==> src/rtl/core/cascade_timer_bank_assert.svh <==
// Assertion macros for the timer bank RTL.
// Each macro expects clk_i and rst_ni in the scope of use.
`ifndef CASCADE_TIMER_BANK_ASSERT_SVH
`define CASCADE_TIMER_BANK_ASSERT_SVH

// Check cons in the same cycle as ante.
`define CTB_ASSERT_SAME(lbl, ante, cons, msg) \
  lbl: assert property (@(posedge clk_i) disable iff (!rst_ni) (ante) |-> (cons)) \
    else $error(msg);

// Check cons in the cycle after ante.
`define CTB_ASSERT_NEXT(lbl, ante, cons, msg) \
  lbl: assert property (@(posedge clk_i) disable iff (!rst_ni) (ante) |=> (cons)) \
    else $error(msg);

`endif

==> src/rtl/core/ctb_pkg.sv <==
package ctb_pkg;

  // Fixed field widths of the register port
  localparam int unsigned FUNC_W  = 2;
  localparam int unsigned SEL_W   = 2;
  localparam int unsigned DATA_W  = 16;
  localparam int unsigned MASK_W  = 4;
  localparam int unsigned PS_W    = 10;
  localparam int unsigned PERIOD_W = PS_W + 1;

  // Defaults for the top-level parameters
  localparam int unsigned NUM_TIMERS_DEF  = 4;
  localparam int unsigned COUNT_WIDTH_DEF = 16;

  // Transaction kinds
  typedef enum logic [FUNC_W-1:0] {
    FUNC_TICK  = 2'd0,
    FUNC_WRITE = 2'd1,
    FUNC_READ  = 2'd2
  } func_e;

  // Register select codes
  localparam logic REG_COUNT = 1'b0;
  localparam logic REG_CTRL  = 1'b1;

  // Control register bit positions
  localparam int unsigned CTRL_PS_LSB   = 0;
  localparam int unsigned CTRL_CASC_BIT = 2;
  localparam int unsigned CTRL_IRQ_BIT  = 6;
  localparam int unsigned CTRL_EN_BIT   = 7;

  // Prescale select codes
  localparam logic [1:0] PS_DIV1    = 2'd0;
  localparam logic [1:0] PS_DIV64   = 2'd1;
  localparam logic [1:0] PS_DIV256  = 2'd2;
  localparam logic [1:0] PS_DIV1024 = 2'd3;

  typedef struct packed {
    logic       enable;
    logic       irq_en;
    logic       cascade;
    logic [1:0] prescale;
  } ctrl_t;

  // Command broadcast to every timer cell
  typedef struct packed {
    logic              tick;
    logic              wr_reload;
    logic              wr_ctrl;
    logic [DATA_W-1:0] wdata;
  } cell_cmd_t;

  // One result transaction
  typedef struct packed {
    logic [DATA_W-1:0] read_data;
    logic [MASK_W-1:0] overflow_mask;
    logic [MASK_W-1:0] irq_mask;
  } rsp_t;

  // Prescaler period for a select code
  function automatic logic [PERIOD_W-1:0] ps_period(input logic [1:0] sel);
    logic [PERIOD_W-1:0] p;
    case (sel)
      PS_DIV1:   p = PERIOD_W'(1);
      PS_DIV64:  p = PERIOD_W'(64);
      PS_DIV256: p = PERIOD_W'(256);
      default:   p = PERIOD_W'(1024);
    endcase
    return p;
  endfunction

  // Decode control bits from write data
  function automatic ctrl_t ctrl_from_data(input logic [DATA_W-1:0] d);
    ctrl_t c;
    c.prescale = d[CTRL_PS_LSB +: 2];
    c.cascade  = d[CTRL_CASC_BIT];
    c.irq_en   = d[CTRL_IRQ_BIT];
    c.enable   = d[CTRL_EN_BIT];
    return c;
  endfunction

  // Encode control bits into the read layout
  function automatic logic [DATA_W-1:0] ctrl_to_data(input ctrl_t c);
    logic [DATA_W-1:0] d;
    d = '0;
    d[CTRL_PS_LSB +: 2] = c.prescale;
    d[CTRL_CASC_BIT]    = c.cascade;
    d[CTRL_IRQ_BIT]     = c.irq_en;
    d[CTRL_EN_BIT]      = c.enable;
    return d;
  endfunction

endpackage

==> src/rtl/core/ctb_if.sv <==
// Request channel: one tick, register write or register read per transaction
interface ctb_req_if;
  logic                       valid;
  logic                       ready;
  logic [ctb_pkg::FUNC_W-1:0] func;
  logic [ctb_pkg::SEL_W-1:0]  timer_sel;
  logic                       reg_sel;
  logic [ctb_pkg::DATA_W-1:0] write_data;

  modport source (output valid, func, timer_sel, reg_sel, write_data, input ready);
  modport sink   (input valid, func, timer_sel, reg_sel, write_data, output ready);
endinterface

// Response channel: one result per request
interface ctb_rsp_if;
  logic                       valid;
  logic                       ready;
  logic [ctb_pkg::DATA_W-1:0] read_data;
  logic [ctb_pkg::MASK_W-1:0] overflow_mask;
  logic [ctb_pkg::MASK_W-1:0] irq_mask;

  modport source (output valid, read_data, overflow_mask, irq_mask, input ready);
  modport sink   (input valid, read_data, overflow_mask, irq_mask, output ready);
endinterface

==> src/rtl/core/ctb_cell.sv <==
module ctb_cell #(
  parameter int unsigned COUNT_WIDTH = ctb_pkg::COUNT_WIDTH_DEF
) (
  input  logic                   clk_i,
  input  logic                   rst_ni,
  input  ctb_pkg::cell_cmd_t     cmd_i,
  input  logic                   prev_ovf_i,
  output logic                   ovf_o,
  output logic                   irq_o,
  output logic [COUNT_WIDTH-1:0] count_o,
  output ctb_pkg::ctrl_t         ctrl_o
);
  import ctb_pkg::*;

  logic [COUNT_WIDTH-1:0] reload_q, reload_d;
  logic [COUNT_WIDTH-1:0] count_q, count_d;
  ctrl_t                  ctrl_q, ctrl_d;
  logic [PS_W-1:0]        ps_q, ps_d;

  logic [PS_W-1:0] ps_inc;
  logic            ps_hit;
  logic            step;
  logic            ovf;
  ctrl_t           ctrl_new;

  // Prescaler: fire when the incremented count wraps or reaches the period
  assign ps_inc = ps_q + PS_W'(1);
  assign ps_hit = (ps_inc == '0) || ({1'b0, ps_inc} >= ps_period(ctrl_q.prescale));

  // Count on a prescaler hit, or on the lower neighbor's overflow in cascade mode
  assign step = ctrl_q.enable && (ctrl_q.cascade ? prev_ovf_i : ps_hit);
  assign ovf  = cmd_i.tick && step && (count_q == '1);

  assign ctrl_new = ctrl_from_data(cmd_i.wdata);

  // Next state
  always_comb begin
    reload_d = reload_q;
    count_d  = count_q;
    ctrl_d   = ctrl_q;
    ps_d     = ps_q;
    if (cmd_i.tick) begin
      if (ctrl_q.enable && !ctrl_q.cascade) begin
        ps_d = ps_hit ? '0 : ps_inc;
      end
      if (step) begin
        count_d = (count_q == '1) ? reload_q : count_q + COUNT_WIDTH'(1);
      end
    end
    if (cmd_i.wr_reload) begin
      reload_d = COUNT_WIDTH'(cmd_i.wdata);
    end
    if (cmd_i.wr_ctrl) begin
      ctrl_d = ctrl_new;
      // Rising enable restarts from reload
      if (ctrl_new.enable && !ctrl_q.enable) begin
        count_d = reload_q;
        ps_d    = '0;
      end
    end
  end

  // Hold timer state
  always_ff @(posedge clk_i or negedge rst_ni) begin
    if (!rst_ni) begin
      reload_q <= '0;
      count_q  <= '0;
      ctrl_q   <= '0;
      ps_q     <= '0;
    end else begin
      reload_q <= reload_d;
      count_q  <= count_d;
      ctrl_q   <= ctrl_d;
      ps_q     <= ps_d;
    end
  end

  assign ovf_o   = ovf;
  assign irq_o   = ovf && ctrl_q.irq_en;
  assign count_o = count_q;
  assign ctrl_o  = ctrl_q;

endmodule

==> src/rtl/core/ctb_out_buf.sv <==
module ctb_out_buf (
  input  logic            clk_i,
  input  logic            rst_ni,
  input  logic            push_i,
  input  ctb_pkg::rsp_t   data_i,
  output logic            ready_o,
  output logic            valid_o,
  input  logic            pop_ready_i,
  output ctb_pkg::rsp_t   data_o
);
  import ctb_pkg::*;

  rsp_t main_q, main_d;
  rsp_t skid_q, skid_d;
  logic main_vld_q, main_vld_d;
  logic skid_vld_q, skid_vld_d;
  logic pop;

  assign pop     = main_vld_q && pop_ready_i;
  assign ready_o = !skid_vld_q;

  // Advance the two-entry queue: output register plus skid register
  always_comb begin
    main_d     = main_q;
    skid_d     = skid_q;
    main_vld_d = main_vld_q;
    skid_vld_d = skid_vld_q;
    if (pop) begin
      if (skid_vld_q) begin
        main_d     = skid_q;
        skid_vld_d = 1'b0;
      end else begin
        main_vld_d = push_i;
        main_d     = data_i;
      end
    end else if (push_i) begin
      if (!main_vld_q) begin
        main_d     = data_i;
        main_vld_d = 1'b1;
      end else begin
        skid_d     = data_i;
        skid_vld_d = 1'b1;
      end
    end
  end

  always_ff @(posedge clk_i or negedge rst_ni) begin
    if (!rst_ni) begin
      main_vld_q <= 1'b0;
      skid_vld_q <= 1'b0;
    end else begin
      main_vld_q <= main_vld_d;
      skid_vld_q <= skid_vld_d;
    end
  end

  // Payload needs no reset
  always_ff @(posedge clk_i) begin
    main_q <= main_d;
    skid_q <= skid_d;
  end

  assign valid_o = main_vld_q;
  assign data_o  = main_q;

endmodule

==> src/rtl/core/cascade_timer_bank.sv <==
// Bank of NUM_TIMERS up-counting timers of COUNT_WIDTH bits, driven through a
// request/response stream. Every request is a tick, a register write or a
// register read and yields exactly one response; one request is taken every
// cycle while the skid register is empty. Responses are registered in a
// two-entry output queue, so a stalled response does not stop the next
// request. Each timer is a cell in a row; on a tick the overflow of one cell
// feeds the next within the same cycle, so the cascade ripple through
// NUM_TIMERS cells sets the longest path. Control layout: bits 1:0 prescale
// (1/64/256/1024), bit 2 cascade, bit 6 IRQ enable, bit 7 enable. Writing the
// count register sets the reload value only; reads of absent timers return
// zero; the masks cover timers 0 to 3.
module cascade_timer_bank #(
  parameter int unsigned NUM_TIMERS  = ctb_pkg::NUM_TIMERS_DEF,
  parameter int unsigned COUNT_WIDTH = ctb_pkg::COUNT_WIDTH_DEF
) (
  input  logic        clk_i,
  input  logic        rst_ni,
  ctb_req_if.sink     req_i,
  ctb_rsp_if.source   rsp_o
);
  import ctb_pkg::*;

  `include "cascade_timer_bank_assert.svh"

  logic                   req_acc;
  logic                   buf_ready;
  logic [NUM_TIMERS-1:0]  sel_hit;
  logic [NUM_TIMERS-1:0]  ovf_vec;
  logic [NUM_TIMERS-1:0]  irq_vec;
  logic [NUM_TIMERS:0]    chain;
  logic [NUM_TIMERS+MASK_W-1:0] ovf_ext;
  logic [NUM_TIMERS+MASK_W-1:0] irq_ext;
  logic [DATA_W-1:0]      rd_val [NUM_TIMERS];
  logic [DATA_W-1:0]      rd_mux;
  ctrl_t                  ctrl_vec [NUM_TIMERS];
  cell_cmd_t              cmd [NUM_TIMERS];
  rsp_t                   rsp_new;
  rsp_t                   rsp_out;
  logic                   is_tick;
  logic                   is_write;
  logic                   is_read;

  assign req_i.ready = buf_ready;
  assign req_acc     = req_i.valid && buf_ready;

  assign is_tick  = req_acc && (req_i.func == FUNC_TICK);
  assign is_write = req_acc && (req_i.func == FUNC_WRITE);
  assign is_read  = (req_i.func == FUNC_READ);

  // No timer below timer 0 to cascade from
  assign chain[0] = 1'b0;

  // Row of timer cells
  for (genvar i = 0; i < NUM_TIMERS; i++) begin : g_cell
    logic [COUNT_WIDTH-1:0] count;

    assign sel_hit[i] = (32'(req_i.timer_sel) == i);

    assign cmd[i].tick      = is_tick;
    assign cmd[i].wr_reload = is_write && sel_hit[i] && (req_i.reg_sel == REG_COUNT);
    assign cmd[i].wr_ctrl   = is_write && sel_hit[i] && (req_i.reg_sel == REG_CTRL);
    assign cmd[i].wdata     = req_i.write_data;

    ctb_cell #(
      .COUNT_WIDTH(COUNT_WIDTH)
    ) u_cell (
      .clk_i      (clk_i),
      .rst_ni     (rst_ni),
      .cmd_i      (cmd[i]),
      .prev_ovf_i (chain[i]),
      .ovf_o      (ovf_vec[i]),
      .irq_o      (irq_vec[i]),
      .count_o    (count),
      .ctrl_o     (ctrl_vec[i])
    );

    assign chain[i+1] = ovf_vec[i];

    // Register read value of this cell, zero when not addressed
    assign rd_val[i] = !sel_hit[i]              ? '0 :
                       (req_i.reg_sel == REG_CTRL) ? ctrl_to_data(ctrl_vec[i]) :
                       DATA_W'(count);
  end

  // Combine the per-cell read values
  always_comb begin
    rd_mux = '0;
    for (int i = 0; i < NUM_TIMERS; i++) begin
      rd_mux = rd_mux | rd_val[i];
    end
  end

  // Keep only timers 0 to 3 in the masks
  assign ovf_ext = {{MASK_W{1'b0}}, ovf_vec};
  assign irq_ext = {{MASK_W{1'b0}}, irq_vec};

  // Form the response transaction
  always_comb begin
    rsp_new.read_data     = is_read ? rd_mux : '0;
    rsp_new.overflow_mask = is_tick ? ovf_ext[MASK_W-1:0] : '0;
    rsp_new.irq_mask      = is_tick ? irq_ext[MASK_W-1:0] : '0;
  end

  ctb_out_buf u_out_buf (
    .clk_i       (clk_i),
    .rst_ni      (rst_ni),
    .push_i      (req_acc),
    .data_i      (rsp_new),
    .ready_o     (buf_ready),
    .valid_o     (rsp_o.valid),
    .pop_ready_i (rsp_o.ready),
    .data_o      (rsp_out)
  );

  assign rsp_o.read_data     = rsp_out.read_data;
  assign rsp_o.overflow_mask = rsp_out.overflow_mask;
  assign rsp_o.irq_mask      = rsp_out.irq_mask;

  // Interrupts only accompany overflows
  `CTB_ASSERT_SAME(a_irq_subset, rsp_o.valid, (rsp_o.irq_mask & ~rsp_o.overflow_mask) == '0, "irq without overflow")
  // An accepted request into an empty queue shows up next cycle
  `CTB_ASSERT_NEXT(a_rsp_latency, req_acc && !rsp_o.valid, rsp_o.valid, "response missing")
  // Backpressure only while a response is pending
  `CTB_ASSERT_SAME(a_stall_pending, !req_i.ready, rsp_o.valid, "stall with empty output")
  // Timer 0 in cascade mode never overflows
  `CTB_ASSERT_SAME(a_casc0_silent, ctrl_vec[0].cascade, !ovf_vec[0], "cascaded timer 0 counted")

endmodule
==> src/flat_wrapper.sv <==
// flat-port wrapper written by rule: the top's interface ports become plain ports
module cascade_timer_bank_flat import ctb_pkg::*;
#(
  parameter int unsigned NUM_TIMERS  = ctb_pkg::NUM_TIMERS_DEF,
  parameter int unsigned COUNT_WIDTH = ctb_pkg::COUNT_WIDTH_DEF
)
  (clk_i, rst_ni, req_i_valid, req_i_func, req_i_timer_sel, req_i_reg_sel, req_i_write_data, req_i_ready, rsp_o_valid, rsp_o_read_data, rsp_o_overflow_mask, rsp_o_irq_mask, rsp_o_ready);
  ctb_req_if req_i_i ();
  ctb_rsp_if rsp_o_i ();
  input  logic clk_i;
  input  logic rst_ni;
  input wire logic [$bits(req_i_i.valid)-1:0] req_i_valid;
  input wire logic [$bits(req_i_i.func)-1:0] req_i_func;
  input wire logic [$bits(req_i_i.timer_sel)-1:0] req_i_timer_sel;
  input wire logic [$bits(req_i_i.reg_sel)-1:0] req_i_reg_sel;
  input wire logic [$bits(req_i_i.write_data)-1:0] req_i_write_data;
  output wire logic [$bits(req_i_i.ready)-1:0] req_i_ready;
  output wire logic [$bits(rsp_o_i.valid)-1:0] rsp_o_valid;
  output wire logic [$bits(rsp_o_i.read_data)-1:0] rsp_o_read_data;
  output wire logic [$bits(rsp_o_i.overflow_mask)-1:0] rsp_o_overflow_mask;
  output wire logic [$bits(rsp_o_i.irq_mask)-1:0] rsp_o_irq_mask;
  input wire logic [$bits(rsp_o_i.ready)-1:0] rsp_o_ready;
  assign req_i_i.valid = req_i_valid;
  assign req_i_i.func = req_i_func;
  assign req_i_i.timer_sel = req_i_timer_sel;
  assign req_i_i.reg_sel = req_i_reg_sel;
  assign req_i_i.write_data = req_i_write_data;
  assign req_i_ready = req_i_i.ready;
  assign rsp_o_valid = rsp_o_i.valid;
  assign rsp_o_read_data = rsp_o_i.read_data;
  assign rsp_o_overflow_mask = rsp_o_i.overflow_mask;
  assign rsp_o_irq_mask = rsp_o_i.irq_mask;
  assign rsp_o_i.ready = rsp_o_ready;
  cascade_timer_bank #(.NUM_TIMERS(NUM_TIMERS), .COUNT_WIDTH(COUNT_WIDTH)) u_core (.clk_i(clk_i), .rst_ni(rst_ni), .req_i(req_i_i), .rsp_o(rsp_o_i));
endmodule
==> config.mk <==
export PLATFORM = sky130hd
export DESIGN_NAME = cascade_timer_bank_flat
export DESIGN_NICKNAME = d
export VERILOG_FILES = /design/src/rtl/core/ctb_pkg.sv /design/src/rtl/core/ctb_if.sv /design/src/rtl/core/ctb_cell.sv /design/src/rtl/core/ctb_out_buf.sv /design/src/rtl/core/cascade_timer_bank.sv /design/src/flat_wrapper.sv
export VERILOG_INCLUDE_DIRS = /design/src /design/src/rtl/core
export SDC_FILE = /design/constraint.sdc
export NUM_CORES = 1
export LEC_CHECK = 0
export BUFFER_PORTS_ARGS = -buffer_cell sky130_fd_sc_hd__buf_2
export CORE_UTILIZATION = 30
export DETAILED_ROUTE_END_ITERATION = 10
export GPL_TIMING_DRIVEN = 0
export HOLD_SLACK_MARGIN = 0.15
export MAX_ROUTING_LAYER = met4
export PLACE_DENSITY_LB_ADDON = 0.08
export REMOVE_ABC_BUFFERS = 1
export SLEW_MARGIN = 20
export SYNTH_ARGS = -nofsm -noshare
export SYNTH_HDL_FRONTEND = slang
export SYNTH_SLANG_ARGS = --single-unit
==> constraint.sdc <==
create_clock -name clk_i -period 10.95 [get_ports clk_i]
set_input_delay 0.5475 -clock clk_i [delete_from_list [all_inputs] [get_ports clk_i]]
set_output_delay 0.5475 -clock clk_i [all_outputs]
set_load 0.1 [all_outputs]
Word level (Yosys, flattened, before mapping)
Index checks and enable logic that the tools add are counted.
{"block": "totals", "regBits": 238, "out_inout_bits": 26, "elab_cells": 210, "inputBits": 25}
{"block": "op_classes", "n_eq_ne": 19, "n_reduce_logical": 69, "magnitude_cmp": 4, "n_mux": 69, "add_sub_neg": 8, "bitwise_logic": 5}
{"operator": "2-to-1 mux 16 bit", "count": 29}
{"operator": "2-to-1 mux 10 bit", "count": 20}
{"operator": "case mux 11 bit (3 select lines)", "count": 4}
{"operator": "2-to-1 mux 24 bit", "count": 4}
{"operator": "adder 16 x 1 -> 16 bit (second input constant)", "count": 4}
{"operator": "equality test 16 bit (second input constant)", "count": 4}
{"operator": "OR 16 bit", "count": 3}
{"operator": "greater-or-equal comparator 10 x 11 -> 1 bit", "count": 4}
{"operator": "adder 10 x 1 -> 10 bit (second input constant)", "count": 4}
{"operator": "logical AND 1 bit", "count": 40}
{"operator": "zero test 10 bit", "count": 4}
{"operator": "equality test 2 bit (second input constant)", "count": 7}
{"operator": "equality test 2 x 1 -> 1 bit (second input constant)", "count": 6}
{"operator": "zero test 2 bit", "count": 6}
{"operator": "2-to-1 mux 1 bit", "count": 10}
{"operator": "zero test 1 bit", "count": 9}
{"operator": "2-to-1 mux 4 bit", "count": 2}
{"operator": "AND reduction 2 bit", "count": 3}
{"operator": "logical OR 1 bit", "count": 4}
{"operator": "nonzero test 2 bit", "count": 2}
{"operator": "AND reduction 3 bit", "count": 1}
{"operator": "inequality test 2 x 1 -> 1 bit (second input constant)", "count": 1}
{"operator": "inequality test 2 bit (second input constant)", "count": 1}
{"operator": "inverter 1 bit", "count": 2}

Depth between registers and ports, before layout
Gate-level depths: netlist (run 1).
{"block": "logic_depth", "word_depth": 25, "ltp_mapped": 16}

By module
Synthesis (run 1) repeated with hierarchy kept, for this count alone.
{"block": "unflattened", "cells_unflattened": 1409, "hier_area_um2": 13884.6}
{"module": "ctb_cell", "instances": 4, "seq_area_each_um2": 1176.1, "cells_each": 308, "area_per_inst_um2": 2777.7}
{"module": "ctb_out_buf", "instances": 1, "seq_area_each_um2": 1491.4, "cells_each": 84, "area_per_inst_um2": 1921.8}
{"module": "cascade_timer_bank", "instances": 1, "seq_area_each_um2": 0.0, "cells_each": 93, "area_per_inst_um2": 852.1}

Worst setup path before layout (run 1)
Ideal clock, no wire load.
{"block": "synth_timing", "path_kind": "register to register", "startpoint": "register u_core.g_cell[0].u_cell.ps_q[0]", "endpoint": "register u_core.g_cell[3].u_cell.count_q[14]", "path_slack_ps": 7348, "required_ps": 10829, "setup_time_ps": 121, "t_arrival_ps": 3481, "stages_incl_launch_ff": 15, "cell_sequence": "dfrtp_1 -> ha_1 -> and3_1 -> nand2_1 -> nor2_1 -> xnor2_1 -> ha_1 -> and2_1 -> nand4_1 -> a211o_1 -> a311o_1 -> a211o_4 -> a2111oi_1 -> xor2_1 -> a22o_2"}
{"block": "synth_between", "elab_chain_len": 21, "word_cells_on_any_way": 22}
{"element": "from (decl)", "line_no": "ctb_cell.sv:18", "source": "logic [PS_W-1:0] ps_q, ps_d;"}
{"element": "from (signal assigned)", "line_no": "ctb_cell.sv:74", "source": "ps_q <= ps_d;"}
{"element": "adder 10 x 1 -> 10 bit (*)", "line_no": "ctb_cell.sv:27", "source": "assign ps_inc = ps_q + PS_W'(1);"}
{"element": "greater-or-equal comparator 10 x 11 -> 1 bit / zero test 10 bit (equally long branches)", "line_no": "ctb_cell.sv:28", "source": "assign ps_hit = (ps_inc == '0) || ({1'b0, ps_inc} >= ps_period(ctrl_q.prescale));"}
{"element": "logical OR 1 bit (*)", "line_no": "ctb_cell.sv:28"}
{"element": "2-to-1 mux 1 bit (*)", "line_no": "ctb_cell.sv:31", "source": "assign step = ctrl_q.enable && (ctrl_q.cascade ? prev_ovf_i : ps_hit);"}
{"element": "logical AND 1 bit (*)", "line_no": "ctb_cell.sv:31"}
{"element": "logical AND 1 bit (*) (2 in a row)", "line_no": "ctb_cell.sv:32", "source": "assign ovf = cmd_i.tick && step && (count_q == '1);"}
{"element": "2-to-1 mux 1 bit (*)", "line_no": "ctb_cell.sv:31"}
{"element": "logical AND 1 bit (*)", "line_no": "ctb_cell.sv:31"}
{"element": "[4 not listed]"}
{"element": "logical AND 1 bit (*) (2 in a row)", "line_no": "ctb_cell.sv:32"}
{"element": "2-to-1 mux 1 bit (*)", "line_no": "ctb_cell.sv:31"}
{"element": "logical AND 1 bit (*)", "line_no": "ctb_cell.sv:31"}
{"element": "2-to-1 mux 16 bit (*)", "line_no": "ctb_cell.sv:46", "source": "if (step) begin"}
{"element": "2-to-1 mux 16 bit (*)", "line_no": "ctb_cell.sv:42", "source": "if (cmd_i.tick) begin"}
{"element": "2-to-1 mux 16 bit", "line_no": "ctb_cell.sv:56", "source": "if (ctrl_new.enable && !ctrl_q.enable) begin"}
{"element": "2-to-1 mux 16 bit (*)", "line_no": "ctb_cell.sv:53", "source": "if (cmd_i.wr_ctrl) begin"}
{"element": "named net u_core.g_cell[3].u_cell.count_d[14]", "line_no": "ctb_cell.sv:16", "source": "logic [COUNT_WIDTH-1:0] count_q, count_d;"}
{"element": "to (signal assigned)", "line_no": "ctb_cell.sv:72", "source": "count_q <= count_d;"}
{"element": "to (decl)", "line_no": "ctb_cell.sv:16"}
Mark *: on every way through the listed nets, which the timed path passes. The rest lies on a longest branch.
A chain may end at the register's enable or synchronous reset.

Worst setup path in the final report (run 1)
{"block": "layout_timing", "startpoint": "register u_core.g_cell[0].u_cell.ps_q[0]", "endpoint": "register u_core.g_cell[2].u_cell.count_q[3]"}
{"block": "layout_between", "elab_chain_len": 17, "word_cells_on_any_way": 18}
{"element": "adder 10 x 1 -> 10 bit (*)", "line_no": "ctb_cell.sv:27"}
{"element": "greater-or-equal comparator 10 x 11 -> 1 bit / zero test 10 bit (equally long branches)", "line_no": "ctb_cell.sv:28"}
{"element": "logical OR 1 bit (*)", "line_no": "ctb_cell.sv:28"}
{"element": "2-to-1 mux 1 bit (*)", "line_no": "ctb_cell.sv:31"}
{"element": "logical AND 1 bit (*)", "line_no": "ctb_cell.sv:31"}
{"element": "logical AND 1 bit (*) (2 in a row)", "line_no": "ctb_cell.sv:32"}
{"element": "2-to-1 mux 1 bit (*)", "line_no": "ctb_cell.sv:31"}
{"element": "logical AND 1 bit (*)", "line_no": "ctb_cell.sv:31"}
{"element": "logical AND 1 bit (*) (2 in a row)", "line_no": "ctb_cell.sv:32"}
{"element": "2-to-1 mux 1 bit (*)", "line_no": "ctb_cell.sv:31"}
{"element": "logical AND 1 bit (*)", "line_no": "ctb_cell.sv:31"}
{"element": "2-to-1 mux 16 bit (*)", "line_no": "ctb_cell.sv:46"}
{"element": "2-to-1 mux 16 bit (*)", "line_no": "ctb_cell.sv:42"}
{"element": "2-to-1 mux 16 bit", "line_no": "ctb_cell.sv:56"}
{"element": "2-to-1 mux 16 bit (*)", "line_no": "ctb_cell.sv:53"}
{"element": "named net u_core.g_cell[2].u_cell.count_d[3]", "line_no": "ctb_cell.sv:16"}
{"element": "to (signal assigned)", "line_no": "ctb_cell.sv:72"}
{"element": "to (decl)", "line_no": "ctb_cell.sv:16"}
Marked as above.

==> metrics.txt, run 1 <==
Post-Synth XOR/XNOR Area=between 2 and 3%; Routed Antenna Nets=0; Startpoint Class=flip-flop; row count=76; core area=0.0434 mm2; Placed Area=0.0142 mm2; Crit path arrival time=5.19 ns; Mapped Cells=about 1,300; Netlist cell types=98; I/O Pins=51; TNS Setup=0 ns; CTS tree=done; htree depth=1; vias in the first global route=9,987; Initial Utilization=30.6%; Reg clk slew, reported paths=0.06 ns; RSZ-0062 raised after global routing=false; Compound-Gate Fraction of Synth Area=15.0%; mux cell area share after synthesis=12.2%; first-pass iteration count of the detailed router=5; slack of the worst reg-to-reg path=6.22 ns; fillers=4,433; crit path capture type=flip-flop; Slew Viols, Final=0; area taken by multi-input logic gates=0.00671 mm2; share of post-route cells with drive strength above 1=21.2%; die width=212 um; Synth Area in Adders=1.98%; Leak Pwr=6.44 nW; R2R Path End=u_core.g_cell[2].u_cell.count_o[3]; Rel. slew slack=roughly a third; commonest non-fill, non-tap cells in the layout=dfrtp_1, nand2_1, mux2_2, nor2_1, o21ai_0; pwr/cell area=around 200 mW/mm2; post-synthesis sequential area ratio=a little under half; Inserted Clock Buffers=31; GRT overflow=0; Final nets=1,350; CP Data Required Time=11.41 ns; vias per cell=5.34; final hold vios=0; Die Footprint=0.0451 mm2; asr flop ratio synth=79.8%; largest net degree at the start of global routing=81; Initial DRC Count=between 500 and 600; post-synthesis cell area=0.0133 mm2; Finished Cell Area=0.0153 mm2; Setup-failing EPs final=0; run status=finished, final reports clean; CTS Buffer Depth=3; Post-synth EDFFs=48; simple-gate share of the synthesized area=18.2%; clk_skew=0.0160 ns; P&R area growth vs syn=15.1%; Register Area=approximately 0.0062 mm2; first-pass GRT wire length=61.9 mm; Clock Latency Late Sink=0.57 ns; Max FO, Critical Path=13; most common cell after layout, fill and taps aside=dfrtp_1; port bufs=50; Worst Hold Depth=2; Crit Path Class=flip-flop to flip-flop; via count=10,200; final wirelength=roughly 40 mm; CTS Sinks=238; Reg-to-Reg Start=u_core.g_cell[0].u_cell.ps_q[0]; max_cap viols=0; HPWL Detailed=28.7 mm; Avg Cell Area, Syn=10.4 um2; initial antenna violation count=5; Min-Delay Path Class=primary input to flip-flop; FMAX=211 MHz; period utilisation layout=43.2%; Yosys warning count=0; worst slew pin tran=0.978 ns; Die Ht=about 210 um; Setup Fix Bufs, Post-CTS=0; DRC=0; top_reg_cell synth=dfrtp_1; CTS root buffer=clkbuf_16; R2R depth=14; synthesized flop and latch total=238; Avg WL per Cell=20.7 um; worst vdd ir=about 0.12 mV; worst min-delay path startpoint=rsp_o_ready; hold endpoint=u_core.u_out_buf.skid_vld_q; main combinational cell family by area after synthesis=simple AND/OR/NAND/NOR gates; Tmin final=4.73 ns; GP Congestion=0.839; Total GRT Usage=18.5%
[through the flow]
step | cells | power [mW] | setup slack [ns] | utilization, % | hold WS, ns
5_1_grt | 1916 | 3.28 | 5.79 | 35.3 | 0.214
3_5_place_dp | 1855 | 2.07 | 6.06 | 32.7 | 0.462
4_1_cts | 1914 | 3.16 | 6.03 | 35.2 | 0.188
2_1_floorplan | 1206 | 1.82 | 7.03 | - | 0.252
3_3_place_gp | 1841 | 2.06 | 5.42 | 32.2 | 0.462
6_report | 1916 | 3.11 | 6.22 | 35.3 | 0.216
[Yosys cell counts (20+ instances only)]
library cell  count  share of area (%)
a21oi_1          64                2.4
and2_1           24                1.1
and3_1           25                1.2
clkbuf_1         46                1.3
dfrtp_1         190                 36
edfxtp_1         48                 11
ha_1             21                2.0
inv_1            37                1.0
mux2_2           93                7.9
mux4_2           20                3.4
nand2_1         104                2.9
nand3_1          50                1.9
nor2_1           94                2.7
nor3_1           32                1.2
o21ai_0          77                2.9
xor2_1           21                1.4
[flip-flops by register name, indices dropped and copies added (netlist names)]
name                           count
u_core.u_out_buf.data_o           24
u_core.g_cell.u_cell.count_o      64
u_core.g_cell.u_cell.ps_q         40
u_core.g_cell.u_cell.ctrl_o       20
u_core.u_out_buf.skid_q           24
u_core.u_out_buf.valid_o           1
u_core.u_out_buf.skid_vld_q        1
u_core.g_cell.u_cell.reload_q     64
[power by group]
part | internal (mW) | leakage [nW] | switching (mW)
clock network | 0.651 | 0.511 | 0.410
registers | 1.10 | 3.00 | 0.177
logic | 0.261 | 2.93 | 0.514
[worst max-delay path by stage]
stage	startpoint	to	cells past startpoint
after floorplan	u_core.g_cell[0].u_cell.ps_q[0]	u_core.g_cell[3].u_cell.count_o[3]	14
after global placement	req_i_valid	u_core.g_cell[2].u_cell.count_o[5]	9
after detailed placement	u_core.g_cell[0].u_cell.ps_q[0]	u_core.g_cell[2].u_cell.count_o[3]	14
after CTS	u_core.g_cell[0].u_cell.ps_q[0]	u_core.g_cell[2].u_cell.count_o[3]	14
after global routing	u_core.g_cell[0].u_cell.ps_q[0]	u_core.g_cell[2].u_cell.count_o[3]	14
final	u_core.g_cell[0].u_cell.ps_q[0]	u_core.g_cell[2].u_cell.count_o[3]	14
[worst max-delay path, stage by stage, from the launching register on]
cell and delay, ns:
dfrtp_1 0.50, ha_1 0.29, and3_1 0.21, nand2_1 0.07, nor2_1 0.15, xnor2_1 0.19, ha_1 0.30, and3b_1 0.19
o41ai_1 0.59, a311o_1 0.43, a21o_2 0.30, inv_2 0.10, o21ai_2 0.52, o21ai_2 0.33, a222oi_1 0.43
[routing by layer]
layer / GRT usage [%] / part of all wire [%]
met5: - / 0
met4: 6.60 / 3.6
met3: 2.02 / 3.6
met2: 28.5 / 45
met1: 25.1 / 47
[kinds of logic (layout without fill, tap and decap cells)]
logic type / Yosys count / count (layout)
buf+inv: 103 / 161
simple gates: 456 / 456
flops: 238 / 238
xor+xnor: 39 / 39
fa+ha+maj: 21 / 21
other cells: 0 / 2
compound gates: 290 / 290
mux: 124 / 124
[cell type report]
type | instances | area share, %
clock inverters | 20 | 1.61
repair buffers | 65 | 2.82
well taps | 585 | 4.79
clock buffers | 38 | 5.38
flip-flops and latches | 238 | 40.5
diodes | 2 | 0.0327
multi-input cells | 930 | 43.9
inverters | 38 | 0.933
[timing repair]
action | in CTS | in global routing
setup endpoints to repair | 0 | 0
endpoints found under the hold margin | 32 | 0
hold buffers | 1 | 0
resized for setup | 0 | 0
(Power assumes the default switching activity.)
==> inputs of run 2 (changes only) <==
clock period = 4.36 ns   (was 10.95 ns; I/O delays follow)
==> metrics.txt, run 2 (same netlist as run 1, synthesis figures left out) <==
Setup-failing EPs final=0 (unchanged); vias per cell=5.30 (-0.77%); worst vdd ir=0.301 mV (+150%); CP Data Required Time=4.81 ns (-6.60 ns); Die Footprint=0.0451 mm2 (unchanged); Initial DRC Count=501 (-7.4%); die width=212 um (unchanged); Rel. slew slack=34.4% (-0.20 points); share of post-route cells with drive strength above 1=22.2% (+0.99 points); Leak Pwr=6.60 nW (+2.4%); Worst Hold Depth=3 (+1); R2R Path End=u_core.g_cell[3].u_cell.count_o[13]; Startpoint Class=flip-flop; Initial Utilization=30.6% (unchanged); part of the power in the clock network=33.9% (-0.2 points); Sequential Power Share=40.7% (-0.2 points); most common cell after layout, fill and taps aside=dfrtp_1; Min-Delay Path Class=primary input to flip-flop; Final nets=1,381 (+2.3%); period utilisation layout=93.1% (+50 points); port bufs=50 (unchanged); Clock Latency Late Sink=0.57 ns (about the same); DRC=0 (unchanged); Routed Antenna Nets=0 (unchanged); fillers=4,414 (-0.43%); initial antenna violation count=3 (-2); Max FO, Critical Path=8 (-5); CTS Buffer Depth=3 (unchanged); CTS root buffer=clkbuf_16; worst slew pin tran=0.981 ns (+0.00293 ns); first-pass iteration count of the detailed router=5 (unchanged); Crit path arrival time=4.51 ns (-0.68 ns); post-route setup slack=0.300 ns (-5.92 ns); pwr/cell area=501 mW/mm2 (+150%); GRT overflow=0 (unchanged); TNS Setup=0 ns (unchanged); Reg-to-Reg Start=u_core.g_cell[2].u_cell.ps_q[0]; clk_skew=0.0151 ns (-0.000832 ns); Placed Cells=1,855 (unchanged); Placed Area=0.0142 mm2 (unchanged); Crit Path Class=flip-flop to flip-flop; Int Power=5.07 mW (+150%); GP Congestion=0.839 (unchanged); slack of the worst reg-to-reg path=0.30 ns (-5.92 ns); Sw Share=35.4% (about the same); combinational share of power=25.4% (+0.5 points); Inserted Clock Buffers=31 (unchanged); Placement Setup Slack=-0.531 ns (-6.59 ns); Tmin final=4.06 ns (-0.672 ns); RSZ-0062 raised after global routing=false; Total GRT Usage=18.6% (+0.089 points); first-pass GRT wire length=62.3 mm (+0.59%); Slew Viols, Final=0 (unchanged); P&R area growth vs syn=18.1%; row count=76 (unchanged); run status=finished, final reports clean; I/O Pins=51 (unchanged); largest net degree at the start of global routing=81 (unchanged); final hold vios=0 (unchanged); vias in the first global route=10,100 (+0.78%); core area=0.0434 mm2 (unchanged); CTS Sinks=238 (unchanged); Net Sw Power=2.78 mW (+150%); Reg clk slew, reported paths=0.06 ns (about the same); non-filler cells, final=1,946 (+1.6%); FMAX=246 MHz (+17%); R2R depth=13 (-1); commonest non-fill, non-tap cells in the layout=dfrtp_1, nand2_1, mux2_2, nor2_1, o21ai_0; worst min-delay path startpoint=req_i_func[1]; Die Ht=212 um (unchanged); Finished Cell Area=0.0157 mm2 (+2.6%); crit path capture type=flip-flop; Avg WL per Cell=20.5 um (-0.82%); hold endpoint=u_core.u_out_buf.skid_q[10]; max_cap viols=0 (unchanged); htree depth=1 (unchanged); HPWL Detailed=28.7 mm (unchanged); CTS tree=done; via count=10,300 (+0.78%); final wirelength=39.9 mm (+0.74%)
[run 2: worst max path at each step]
| stage | from | endpoint | slack (ns) | cells past startpoint |
|---|---|---|---|---|
| after global placement | u_core.u_out_buf.skid_vld_q | u_core.g_cell[2].u_cell.count_o[5] | -0.99 | 8 |
| after detailed placement | u_core.g_cell[0].u_cell.ps_q[0] | u_core.g_cell[2].u_cell.count_o[3] | -0.53 | 14 |
| after global routing | u_core.g_cell[0].u_cell.ps_q[1] | u_core.g_cell[1].u_cell.count_o[14] | 0.01 | 15 |
| after CTS | u_core.g_cell[0].u_cell.ps_q[0] | u_core.g_cell[2].u_cell.count_o[3] | 0.02 | 14 |
| after floorplan | u_core.g_cell[0].u_cell.ps_q[0] | u_core.g_cell[3].u_cell.count_o[3] | 0.44 | 14 |
| final | u_core.g_cell[2].u_cell.ps_q[0] | u_core.g_cell[3].u_cell.count_o[13] | 0.30 | 13 |
[run 2: layout make-up]
type	count	area [um2]	share of cell area, %
multi-input combinational	930	6790	43.3
sequential	238	6200	39.5
timing repair buffer	96	748	4.77
tap	585	732	4.67
clock buffer	38	822	5.24
inverter	38	143	0.909
antenna	1	2.50	0.0160
clock inverter	20	246	1.57
[run 2: per-stage QoR]
step | util [%] | total power [mW] | hold slack [ns]
final | 36.2 | 7.86 | 0.216
after global routing | 36.2 | 8.28 | 0.232
after CTS | 35.8 | 7.96 | 0.183
after detailed placement | 32.7 | 5.21 | 0.132
after global placement | 32.2 | 5.16 | 0.443
after floorplan | - | 4.58 | -0.0776
[run 2: timing repair]
action / 4_1_cts / 5_1_grt
cloned: 0 / 0
hold buffers: 21 / 0
setup endpoints to repair: 36 / 51
hold endpoints to repair: 274 / 0
resized for setup: 5 / 12
pin swaps: 1 / 5
buffers inserted: 2 / 9
[run 2: worst max-delay path: stages, from the launching register on]
cell and delay, ns:
dfrtp_1 0.45, ha_1 0.33, nand2_1 0.18, nor3_2 0.32
xor2_1 0.13, ha_1 0.22, or3_1 0.36, o31a_1 0.39
a211oi_4 0.33, a2bb2oi_4 0.39, and2_4 0.25, o31ai_4 0.06
buf_4 0.19, a221o_1 0.34
[run 2: power by group through the flow]
stage	clock, mW	sequential, mW	combinational, mW
2_1_floorplan	0	3.62	0.960
3_3_place_gp	0	3.24	1.92
3_5_place_dp	0	3.24	1.96
4_1_cts	2.76	3.20	2.00
5_1_grt	2.84	3.27	2.17
6_report	2.67	3.20	1.99
[run 2: per-layer routing]
metal / track usage, % / vias up / share of wire, %
li1: - / 4887 / -
met1: 25.4 / 5173 / 48
met2: 28.6 / 187 / 46
met3: 1.82 / 63 / 3.0
met4: 6.62 / 0 / 3.5
met5: - / - / 0
==> inputs of run 3 (changes only) <==
BUFFER_PORTS_ARGS = unset   (was -buffer_cell sky130_fd_sc_hd__buf_2)
DONT_BUFFER_PORTS = 1   (was unset)
==> metrics.txt, run 3 (same netlist as run 1, synthesis figures left out) <==
run status=finished, violations left; failing checks=hold timing; HPWL Detailed=28.3 mm (-1.4%); FMAX=244 MHz (-1.1%); area taken by multi-input logic gates=0.00678 mm2 (-0.20%); first-pass GRT wire length=64.0 mm (+2.7%); GRT overflow=0 (unchanged); GP Congestion=0.838 (-0.12%); hold_ws=-0.650 ns (-0.867 ns); TNS Setup=0 ns (unchanged); core area=0.0434 mm2 (unchanged); period utilisation layout=94.2% (+1.1 points); Die Ht=212 um (unchanged); die width=212 um (unchanged); Leak Pwr=6.43 nW (-2.5%); most common cell after layout, fill and taps aside=dfrtp_1; CP delay by family, top=compound AO/OA/AOI/OAI gates; largest net degree at the start of global routing=191 (+140%); final wirelength=40.9 mm (+2.6%); CP dominant cell by count=ha_1; slack of the worst reg-to-reg path=0.25 ns (-0.05 ns); port bufs=0 (-100%); P&R area growth vs syn=17.1%; Slowest-stage cell, CP=a311o_2; Min-Delay Path Class=primary input to asynchronous set/reset pin; Crit Path Class=flip-flop to flip-flop; share of post-route cells with drive strength above 1=18.4% (-3.8 points); via count=10,200 (-1.5%); pwr/cell area=506 mW/mm2 (+0.99%); Slew Viols, Final=0 (unchanged); Tmin final=4.11 ns (+0.0466 ns); row count=76 (unchanged); DRC=0 (unchanged); Startpoint Class=flip-flop; Final nets=1,345 (-2.6%); Sequential Power Share=48.2% (+7.5 points); CTS Buffer Depth=3 (unchanged); final hold vios=190 (+190); Reg-to-Reg Start=u_core.g_cell[0].u_cell.ps_q[1]; htree depth=1 (unchanged); Routed Antenna Nets=0 (unchanged); RSZ-0062 raised after global routing=false; Max FO, Critical Path=7 (-1); CP bufs+invs=2 (+1); Clock Latency Late Sink=0.59 ns (+0.02 ns); R2R depth=16 (+3); first-pass iteration count of the detailed router=6 (+1); Die Footprint=0.0451 mm2 (unchanged); Reg clk slew, reported paths=0.06 ns (about the same); combinational share of power=17.0% (-8.4 points); CTS tree=done; part of the power in the clock network=34.9% (+1.0 points); CP Data Required Time=4.83 ns (+0.02 ns); Crit path arrival time=4.58 ns (+0.07 ns); vias per cell=5.31 (+0.20%); CTS root buffer=clkbuf_16; max_cap viols=0 (unchanged); Total GRT Usage=19.3% (+0.68 points); worst vdd ir=0.278 mV (-7.6%); Initial DRC Count=595 (+19%); Register Area=0.00620 mm2 (unchanged); hold_buf cts=40 (+90%); worst slew pin tran=1.07 ns (+0.0859 ns); Inserted Clock Buffers=31 (unchanged); Rel. slew slack=28.9% (-5.5 points); Sw Share=34.9% (-0.47 points); I/O Pins=51 (unchanged); clk_skew=0.0205 ns (+0.00541 ns); CP cell instances=ha_1 -> and3_1 -> nand2_1 -> nor2_1 -> xnor2_1 -> ha_1 -> and2_1 -> nand4_1 -> a211o_1 -> a311o_2 -> a21o_2 -> inv_2 -> o21ai_4 -> buf_4 -> o211a_1 -> a221o_1; CP peak stage delay=0.47 ns (+0.02 ns); fillers=4,375 (-0.88%); Setup-failing EPs final=0 (unchanged); Net Sw Power=2.75 mW (-1.2%); R2R Path End=u_core.g_cell[2].u_cell.count_o[5]; Int Power=5.12 mW (+0.84%); initial antenna violation count=3 (unchanged); Avg WL per Cell=21.4 um (+4.4%); Initial Utilization=30.6% (unchanged); commonest non-fill, non-tap cells in the layout=dfrtp_1, nand2_1, mux2_2, nor2_1, o21ai_0; CTS Sinks=238 (unchanged); vias in the first global route=10,100 (+0.78%); crit path capture type=flip-flop
==> run 3: power by group through the flow <==
stage               Clock, mW  Combinational, mW  Sequential, mW
floorplan                   0              0.960            3.62
global placement            0               1.18            3.83
detailed placement          0               1.21            3.83
CTS                      2.84               1.33            3.79
global route             2.93               1.48            3.86
finish                   2.74               1.33            3.79
==> run 3: layer usage <==
layer  share of wire (%)  up-vias  GRT usage, %
li1                    -     4827             -
met5                   0        -             -
met2                  45      209          29.6
met1                  48     5046          25.9
met4                 3.8        0          6.92
met3                 3.1       73          2.51
==> run 3: final cells by class <==
cell class	count	share of cell area (%)
Multi-Input combinational cell	930	43.6
Inverter	38	0.918
Clock buffer	42	5.64
Sequential cell	238	39.9
Antenna cell	4	0.0644
Timing Repair Buffer	60	3.76
Tap cell	585	4.71
Clock inverter	16	1.44
==> run 3: worst max path at each step <==
stage / slack (ns) / start / to / depth (start not counted)
floorplan: 0.44 / u_core.g_cell[0].u_cell.ps_q[0] / u_core.g_cell[3].u_cell.count_o[3] / 14
global placement: -0.99 / u_core.u_out_buf.skid_vld_q / u_core.g_cell[1].u_cell.count_o[9] / 5
detailed placement: -0.51 / u_core.g_cell[0].u_cell.ps_q[0] / u_core.g_cell[2].u_cell.count_o[5] / 14
CTS: 0.006 / u_core.g_cell[0].u_cell.ps_q[0] / u_core.g_cell[2].u_cell.count_o[5] / 14
global route: 0.004 / u_core.g_cell[3].u_cell.ps_q[0] / u_core.g_cell[3].u_cell.count_o[13] / 13
finish: 0.25 / u_core.g_cell[0].u_cell.ps_q[1] / u_core.g_cell[2].u_cell.count_o[5] / 16
==> run 3: what timing repair did <==
| action | CTS | global route |
|---|---|---|
| setup buffers | 2 | 5 |
| setup endpoints to repair | 38 | 46 |
| hold endpoints to repair | 334 | 190 |
| pin swaps | 1 | 3 |
| resized for setup | 5 | 11 |
==> run 3: worst reg2reg max path: cells and delay by family (launching register included) <==
kind	cells	cell delay, ns
xor+xnor	1	0.13
fa+ha+maj	2	0.61
compound gates	6	1.73
simple gates	5	0.71
flops	1	0.44
buf+inv	2	0.35
==> run 3: through the flow <==
step	area, um2	instances	power, mW	utilization (%)	worst slack, ns
4_1_cts	15400	1904	7.96	35.6	0.00564
3_3_place_gp	13700	1791	5.01	31.6	-0.994
5_1_grt	15500	1912	8.27	35.8	0.00417
6_report	15500	1913	7.87	35.9	0.254
2_1_floorplan	13000	1206	4.58	-	0.439
3_5_place_dp	13900	1804	5.04	32.0	-0.513
